--- src/rtl/core/mspi_pkg.sv ---
// Shared constants and defaults for the motor speed PI controller.
// No dependencies; every other file refers to this package by scoped names.
`default_nettype none

package mspi_pkg;

  // defaults for the top-level parameters
  localparam int SAMPLE_BITS_DEF        = 8;
  localparam int OUTPUT_LIMIT_VOLTS_DEF = 10;

  // fixed field widths
  localparam int GAIN_W   = 16;
  localparam int SPEED_W  = 17;  // Q.8 Hz, 0..76800
  localparam int ERROR_W  = 18;  // signed Q.8 Hz
  localparam int LEVEL_W  = 20;  // Q4.16 volts
  localparam int DUTY_W   = 7;
  localparam int ACC_W    = 36;  // Q.24 accumulator
  localparam int FRAC_SHIFT = 8; // Q.24 down to Q.16

  // full speed span in Q.8 Hz: 300 Hz times 256
  localparam int SPEED_SPAN_Q8 = 300 * 256;
  localparam int DUTY_MAX      = 127;

  // configuration port
  localparam int CFG_INDEX_W = 1;
  localparam int CFG_DATA_W  = GAIN_W;
  localparam logic [CFG_INDEX_W-1:0] REG_GAIN_CURRENT  = 1'd0;
  localparam logic [CFG_INDEX_W-1:0] REG_GAIN_PREVIOUS = 1'd1;

  localparam logic [GAIN_W-1:0] GAIN_CURRENT_RESET  = 16'd1916;
  localparam logic [GAIN_W-1:0] GAIN_PREVIOUS_RESET = 16'd1894;

  // sample source tags
  localparam logic SRC_SETPOINT = 1'b0;
  localparam logic SRC_SPEED    = 1'b1;

endpackage

`default_nettype wire

--- src/rtl/core/mspi_channels.sv ---
// Valid/ready channel interfaces for samples in and controller results out.
// Depends on mspi_pkg for field widths and defaults.
`default_nettype none

interface mspi_sample_if #(
  parameter int SAMPLE_BITS = mspi_pkg::SAMPLE_BITS_DEF
);
  logic                   valid;
  logic                   ready;
  logic [SAMPLE_BITS-1:0] sample;
  logic                   source;

  modport src  (output valid, output sample, output source, input ready);
  modport sink (input valid, input sample, input source, output ready);
endinterface

interface mspi_result_if;
  logic                         valid;
  logic                         ready;
  logic [mspi_pkg::DUTY_W-1:0]  duty;
  logic [mspi_pkg::LEVEL_W-1:0] drive_level;

  modport src  (output valid, output duty, output drive_level, input ready);
  modport sink (input valid, input duty, input drive_level, output ready);
endinterface

`default_nettype wire

--- src/rtl/core/motor_speed_pi_controller.sv ---
// Motor speed PI controller: sample scaling, incremental PI step, output clamp.
// Depends on mspi_pkg and the channel interfaces in mspi_channels.sv.
//
//   channel   dir  handshake     payload
//   samples   in   valid/ready   sample, source
//   results   out  valid/ready   duty, drive_level
//   config    in   cfg_we        cfg_index, cfg_data
//
// One item per cycle sustained while results are not stalled. A speed item's result
// is presented once it has passed each step in order: the input register loads at
// acceptance, then the reciprocal estimate, the remainder correction, and the PI step
// into the result register follow. The PI state loop closes through that last step,
// so consecutive items never wait on each other. Setpoint items pass the last stage
// without a result slot. A stalled result holds the last stage; earlier stages keep
// filling until they are full. Reset (synchronous) empties the pipeline, clears
// state, restores the gains.
`default_nettype none

module motor_speed_pi_controller #(
  parameter int SAMPLE_BITS        = mspi_pkg::SAMPLE_BITS_DEF,
  parameter int OUTPUT_LIMIT_VOLTS = mspi_pkg::OUTPUT_LIMIT_VOLTS_DEF
) (
  input  wire logic                                clk,
  input  wire logic                                rst,
  mspi_sample_if.sink                              samples,
  mspi_result_if.src                               results,
  input  wire logic                                cfg_we,
  input  wire logic [mspi_pkg::CFG_INDEX_W-1:0]    cfg_index,
  input  wire logic [mspi_pkg::CFG_DATA_W-1:0]     cfg_data
);

  localparam int SPEED_W = mspi_pkg::SPEED_W;
  localparam int ERROR_W = mspi_pkg::ERROR_W;
  localparam int LEVEL_W = mspi_pkg::LEVEL_W;
  localparam int GAIN_W  = mspi_pkg::GAIN_W;
  localparam int ACC_W   = mspi_pkg::ACC_W;
  localparam int PROD_W  = GAIN_W + 1 + ERROR_W;
  localparam int Y_W     = ACC_W - mspi_pkg::FRAC_SHIFT;

  // speed = floor(s * SPAN / F), F = 2^SAMPLE_BITS - 1
  localparam logic [63:0] FULL_SCALE  = (64'd1 << SAMPLE_BITS) - 64'd1;
  localparam int          REC_SHIFT   = SAMPLE_BITS + SPEED_W;
  localparam logic [63:0] REC_MULT    = (64'd1 << REC_SHIFT) / FULL_SCALE;
  localparam logic [63:0] RECIP_SPAN  = REC_MULT * 64'(mspi_pkg::SPEED_SPAN_Q8);
  localparam int          EST_W       = SAMPLE_BITS + 36;
  localparam int          NUM_W       = SAMPLE_BITS + SPEED_W;

  localparam logic [Y_W-1:0] LIMIT_Q16 = Y_W'(OUTPUT_LIMIT_VOLTS * 65536);

  // configuration registers
  logic [GAIN_W-1:0] gain_current_error;
  logic [GAIN_W-1:0] gain_previous_error;

  // PI state
  logic [SPEED_W-1:0]        target_speed;
  logic signed [ERROR_W-1:0] previous_error;
  logic [LEVEL_W-1:0]        previous_output;

  // pipeline registers
  logic                   v1, src1;
  logic [SAMPLE_BITS-1:0] s1;
  logic                   v2, src2;
  logic [SAMPLE_BITS-1:0] s2;
  logic [SPEED_W-1:0]     q2;
  logic                   v3, src3;
  logic [SPEED_W-1:0]     spd3;
  logic                   ov;
  logic [mspi_pkg::DUTY_W-1:0] duty_r;
  logic [LEVEL_W-1:0]          level_r;

  // flow control
  logic out_free, m1, m2, m3, r1, r2, r3, take;

  assign out_free = !ov || results.ready;
  assign m3 = v3 && ((src3 == mspi_pkg::SRC_SETPOINT) || out_free);
  assign r3 = !v3 || m3;
  assign m2 = v2 && r3;
  assign r2 = !v2 || r3;
  assign m1 = v1 && r2;
  assign r1 = !v1 || r2;
  assign take = samples.valid && r1;
  assign samples.ready = r1;

  // configuration writes
  always_ff @(posedge clk) begin
    if (rst) begin
      gain_current_error  <= mspi_pkg::GAIN_CURRENT_RESET;
      gain_previous_error <= mspi_pkg::GAIN_PREVIOUS_RESET;
    end else if (cfg_we) begin
      case (cfg_index)
        mspi_pkg::REG_GAIN_CURRENT:  gain_current_error  <= cfg_data;
        mspi_pkg::REG_GAIN_PREVIOUS: gain_previous_error <= cfg_data;
        default: ;
      endcase
    end
  end

  // estimate speed by reciprocal multiply, low by at most one
  logic [EST_W-1:0]   est;
  logic [SPEED_W-1:0] q_est;
  assign est   = EST_W'(s1) * EST_W'(RECIP_SPAN);
  assign q_est = est[REC_SHIFT +: SPEED_W];

  // correct estimate: bump when remainder reaches full scale
  logic [NUM_W-1:0]   num, q_times_f, rem;
  logic [SPEED_W-1:0] speed_fix;
  assign num       = NUM_W'(s2) * NUM_W'(mspi_pkg::SPEED_SPAN_Q8);
  assign q_times_f = (NUM_W'(q2) << SAMPLE_BITS) - NUM_W'(q2);
  assign rem       = num - q_times_f;
  assign speed_fix = (rem >= NUM_W'(FULL_SCALE)) ? q2 + SPEED_W'(1) : q2;

  // PI step
  logic signed [ERROR_W-1:0] err;
  logic signed [PROD_W-1:0]  p_cur, p_prev;
  logic signed [ACC_W-1:0]   acc;
  logic                      acc_pos;
  logic [Y_W-1:0]            y_raw;
  logic [LEVEL_W-1:0]        y;
  logic [23:0]               y_times10;
  logic [7:0]                duty_raw;
  logic [mspi_pkg::DUTY_W-1:0] duty_next;

  assign err    = $signed({1'b0, target_speed}) - $signed({1'b0, spd3});
  assign p_cur  = $signed({1'b0, gain_current_error}) * err;
  assign p_prev = $signed({1'b0, gain_previous_error}) * previous_error;
  assign acc    = $signed({8'd0, previous_output, 8'd0}) + ACC_W'(p_cur) - ACC_W'(p_prev);
  assign acc_pos = !acc[ACC_W-1] && (acc != '0);
  assign y_raw  = acc[ACC_W-1:mspi_pkg::FRAC_SHIFT];

  // clamp to 0..limit
  always_comb begin
    if (!acc_pos) begin
      y = '0;
    end else if (y_raw > LIMIT_Q16) begin
      y = LEVEL_W'(LIMIT_Q16);
    end else begin
      y = y_raw[LEVEL_W-1:0];
    end
  end

  // duty = floor(10 * y / 2^16), saturated
  assign y_times10 = (24'(y) << 3) + (24'(y) << 1);
  assign duty_raw  = y_times10[23:16];
  assign duty_next = (duty_raw > 8'(mspi_pkg::DUTY_MAX)) ?
                     mspi_pkg::DUTY_W'(mspi_pkg::DUTY_MAX) : duty_raw[mspi_pkg::DUTY_W-1:0];

  // advance valids and PI state
  always_ff @(posedge clk) begin
    if (rst) begin
      v1 <= 1'b0;
      v2 <= 1'b0;
      v3 <= 1'b0;
      ov <= 1'b0;
      target_speed    <= '0;
      previous_error  <= '0;
      previous_output <= '0;
    end else begin
      v1 <= take || (v1 && !m1);
      v2 <= m1 || (v2 && !m2);
      v3 <= m2 || (v3 && !m3);
      ov <= (m3 && (src3 == mspi_pkg::SRC_SPEED)) || (ov && !results.ready);
      if (m3 && (src3 == mspi_pkg::SRC_SETPOINT)) begin
        target_speed <= spd3;
      end
      if (m3 && (src3 == mspi_pkg::SRC_SPEED)) begin
        previous_error  <= err;
        previous_output <= y;
      end
    end
  end

  // load payload registers
  always_ff @(posedge clk) begin
    if (take) begin
      s1   <= samples.sample;
      src1 <= samples.source;
    end
    if (m1) begin
      s2   <= s1;
      src2 <= src1;
      q2   <= q_est;
    end
    if (m2) begin
      src3 <= src2;
      spd3 <= speed_fix;
    end
    if (m3 && (src3 == mspi_pkg::SRC_SPEED)) begin
      duty_r  <= duty_next;
      level_r <= y;
    end
  end

  assign results.valid       = ov;
  assign results.duty        = duty_r;
  assign results.drive_level = level_r;

endmodule

`default_nettype wire
--- src/flat_wrapper.sv ---
// flat-port wrapper written by rule: the top's interface ports become plain ports
module motor_speed_pi_controller_flat 
#(
  parameter int SAMPLE_BITS        = mspi_pkg::SAMPLE_BITS_DEF,
  parameter int OUTPUT_LIMIT_VOLTS = mspi_pkg::OUTPUT_LIMIT_VOLTS_DEF
)
  (clk, rst, cfg_we, cfg_index, cfg_data, samples_valid, samples_sample, samples_source, samples_ready, results_valid, results_duty, results_drive_level, results_ready);
  mspi_sample_if #(.SAMPLE_BITS(SAMPLE_BITS)) samples_i ();
  mspi_result_if results_i ();
  input  wire logic clk;
  input  wire logic rst;
  input  wire logic cfg_we;
  input  wire logic [mspi_pkg::CFG_INDEX_W-1:0] cfg_index;
  input  wire logic [mspi_pkg::CFG_DATA_W-1:0] cfg_data;
  input wire logic [$bits(samples_i.valid)-1:0] samples_valid;
  input wire logic [$bits(samples_i.sample)-1:0] samples_sample;
  input wire logic [$bits(samples_i.source)-1:0] samples_source;
  output wire logic [$bits(samples_i.ready)-1:0] samples_ready;
  output wire logic [$bits(results_i.valid)-1:0] results_valid;
  output wire logic [$bits(results_i.duty)-1:0] results_duty;
  output wire logic [$bits(results_i.drive_level)-1:0] results_drive_level;
  input wire logic [$bits(results_i.ready)-1:0] results_ready;
  assign samples_i.valid = samples_valid;
  assign samples_i.sample = samples_sample;
  assign samples_i.source = samples_source;
  assign samples_ready = samples_i.ready;
  assign results_valid = results_i.valid;
  assign results_duty = results_i.duty;
  assign results_drive_level = results_i.drive_level;
  assign results_i.ready = results_ready;
  motor_speed_pi_controller #(.SAMPLE_BITS(SAMPLE_BITS), .OUTPUT_LIMIT_VOLTS(OUTPUT_LIMIT_VOLTS)) u_core (.clk(clk), .rst(rst), .samples(samples_i), .results(results_i), .cfg_we(cfg_we), .cfg_index(cfg_index), .cfg_data(cfg_data));
endmodule
--- config.mk ---
export PLATFORM = sky130hd
export DESIGN_NAME = motor_speed_pi_controller_flat
export DESIGN_NICKNAME = d
export VERILOG_FILES = /design/src/rtl/core/mspi_pkg.sv /design/src/rtl/core/mspi_channels.sv /design/src/rtl/core/motor_speed_pi_controller.sv /design/src/flat_wrapper.sv
export SDC_FILE = /design/constraint.sdc
export NUM_CORES = 2
export LEC_CHECK = 0
export BUFFER_PORTS_ARGS = -buffer_cell sky130_fd_sc_hd__buf_4
export CAP_MARGIN = 25
export CORE_MARGIN = 3
export CORE_UTILIZATION = 60
export CTS_CLUSTER_SIZE = 28
export DETAILED_ROUTE_END_ITERATION = 16
export MAX_ROUTING_LAYER = met4
export PLACE_DENSITY = 0.86
export SLEW_MARGIN = 20
export SYNTH_ARGS = -nofsm -noshare
export SYNTH_HDL_FRONTEND = slang
export SYNTH_SLANG_ARGS = --single-unit
--- constraint.sdc ---
create_clock -name clk -period 11.91 [get_ports clk]
set_input_delay 1.191 -clock clk [delete_from_list [all_inputs] [get_ports clk]]
set_output_delay 1.191 -clock clk [all_outputs]
set_load 0.03 [all_outputs]
==> metrics <==
outcome=finished with violations; failing checks=setup timing; RSZ-0062 raised after global routing=yes; total number of vias=around 28,000; Max Clk Rate=around 82 MHz; total grt overflow=0; vias in the first global route=29,300; initial antenna violation count=0; MaxCap Viol Count=0; Routed Antenna Nets=0; Synth Register Bits=between 150 and 200; Post-Syn Area per Cell=just over 9 um2; Synth Cell Area=about 36,000 um2; CP startpoint kind=flop; clock skew=~0.018 ns; distinct cell type count after synthesis=87; endpoints failing hold=0; Pre-Repair DR Iteration Count=6; gr usage total=0.300; Area Overhead vs Synth=10.1%; family with the most delay on the worst path=adder cells; antenna diode count=0; Period minus WS final=12.22 ns; Setup Viol. Count Final=6; Slew Limit Fails=0; EDFF count, synth=80; Final TNS setup=-1.37 ns; Required @ worst endpoint=between 10 and 15 ns; Post-DP HPWL=slightly above 70 mm; worst hold-check path type=reg2reg; crit path capture type=flop; WL per Instance=~18 um; routability congestion estimate=around 0.9; Post-synth top cells=inv_1, fa_1, nand2_1; largest net degree at the start of global routing=92; 1st-iter DRT viols=2,358; H-tree depth=4; top cells by area, synth=fa_1, ha_1, inv_1; total routed wirelength=approximately 90 mm; Critical Path Max Stage Delay=roughly 0.55 ns; worst slew pin tran=around 1.0 ns; CTS Buf Count=17; top-area cell type share of the netlist area=0.401; layout cells sized above 1=0.0996; core box area=approximately 60,000 um2; row count=between 80 and 90; register area share after synthesis=0.117; fin area=between 30,000 and 40,000 um2; Starting Density=0.609; CTS sink cnt=171; # IOs=60; root buf cell=clkbuf_16; Die Height=~250 um; worst setup margin=-0.311 ns; CP bufs+invs=12; Skew-Pair Late Insertion Delay=roughly 0.52 ns; Synth warnings=0; most common cell in the netlist=inv_1; syn nets=between 5,000 and 6,000; slowest CP cell=fa_1; Vias/cell=roughly 5.7; Reg clk slew, reported paths=0.08 ns; fin crit share=1.03; DRC Markers=0; crit-path max FO=6; worst endpoint data arrival time=around 12 ns; final std cells w/o fill=around 4,900; CP Class=reg2reg; CTS tree=done; hold buffer count at cts=0; Inst Count DP=4,779; largest area contributor in the netlist=fa_1; Longest Clk Path Bufs=2; die area=63,100 um2; Worst path most repeated cell=fa_1; main flop type after synthesis=dfxtp_1; final-stage net count=approximately 5,200; slew margin rel.=0.325; Async S/R FF share, synth=0; first-pass GRT wire length=roughly 150 mm; # port buffers=59; Syn Inst Count=roughly 3,900; Post-DP Area=38,200 um2; Die X=roughly 250 um
[cell families after synthesis]
family          count (synthesis)  synth area share
fa+ha+maj                    1067             0.521
other cells                     1          0.000104
mux                             8           0.00229
compound gates                382            0.0696
flops                         171             0.117
buf+inv                      1100             0.115
xor+xnor                       96            0.0233
simple gates                 1107             0.152
[registers in the layout, indices dropped and copies added, names as in the netlist, 7 cells and up]
signal / flops
u_core.previous_error: 18
u_core.results.duty: 7
u_core.previous_output: 20
u_core.q2: 17
u_core.gain_current_error: 16
u_core.s2: 8
u_core.gain_previous_error: 16
u_core.target_speed: 17
u_core.results.drive_level: 20
u_core.s1: 8
u_core.spd3: 17
[cell type report]
class | count | area [um2]
Timing Repair Buffer | 251 | 1990
Multi-Input combinational cell | 2662 | 28300
Sequential cell | 171 | 4220
Tap cell | 773 | 967
Fill cell | 4167 | 19500
Clock inverter | 15 | 171
Inverter | 969 | 3650
Clock buffer | 17 | 425
[repair_timing]
action,CTS,global route
pin swaps,60,27
resized for setup,52,42
setup endpoints to repair,6,7
cloned,1,0
setup buffers,24,21
[layer usage]
metal	routed length, um	track usage	vias up
met3	6360	0.0372	356
met1	33500	0.370	13800
li1	-	-	12200
met2	45200	0.498	1313
met4	4690	0.139	0
met5	0	-	-
[metrics by stage]
stage	worst slack, ns	util	hold WS [ns]
2_1_floorplan	0.00185	-	0.400
4_1_cts	-0.194	0.663	0.427
5_1_grt	-0.722	0.670	0.443
6_report	-0.311	0.670	0.425
3_3_place_gp	-0.0889	0.645	0.405
3_5_place_dp	-0.480	0.645	0.408
[cell usage in the layout, fill, tap and decap left out, drive strengths merged, types with 9 or more instances in the layout]
cell    synthesis  layout
a211oi          9       9
a21o           34      34
a21oi         151     151
and2          316     316
and3           14      14
buf            11     251
clkbuf        120      17
dfxtp          91      91
edfxtp         80      80
fa            723     723
ha            344     344
inv           969     976
nand2         461     461
nand2b         25      25
nand3          30      30
nand3b         17      17
nand4          12      12
nor2          129     129
nor2b          29      29
nor3           38      38
nor4           12      12
o211ai         14      15
o21a           20      20
o21ai          58      58
o21bai         13      13
xnor2          73      73
xor2           23      23
[worst paths after layout]
| check | cells past startpoint | end | startpoint | slack, ns |
|---|---|---|---|---|
| worst max-delay path | 54 | u_core.results.duty[4] | u_core.spd3[0] | -0.31 |
| worst min-delay path | 0 | u_core.src3 | u_core.src2 | 0.42 |
| worst max register to register | 54 | u_core.results.duty[4] | u_core.spd3[0] | -0.31 |
| worst min register to register | 0 | u_core.src3 | u_core.src2 | 0.42 |
Power is not shown: default switching activity piles up to over one toggle a cycle in this logic, so the estimate is an artifact.
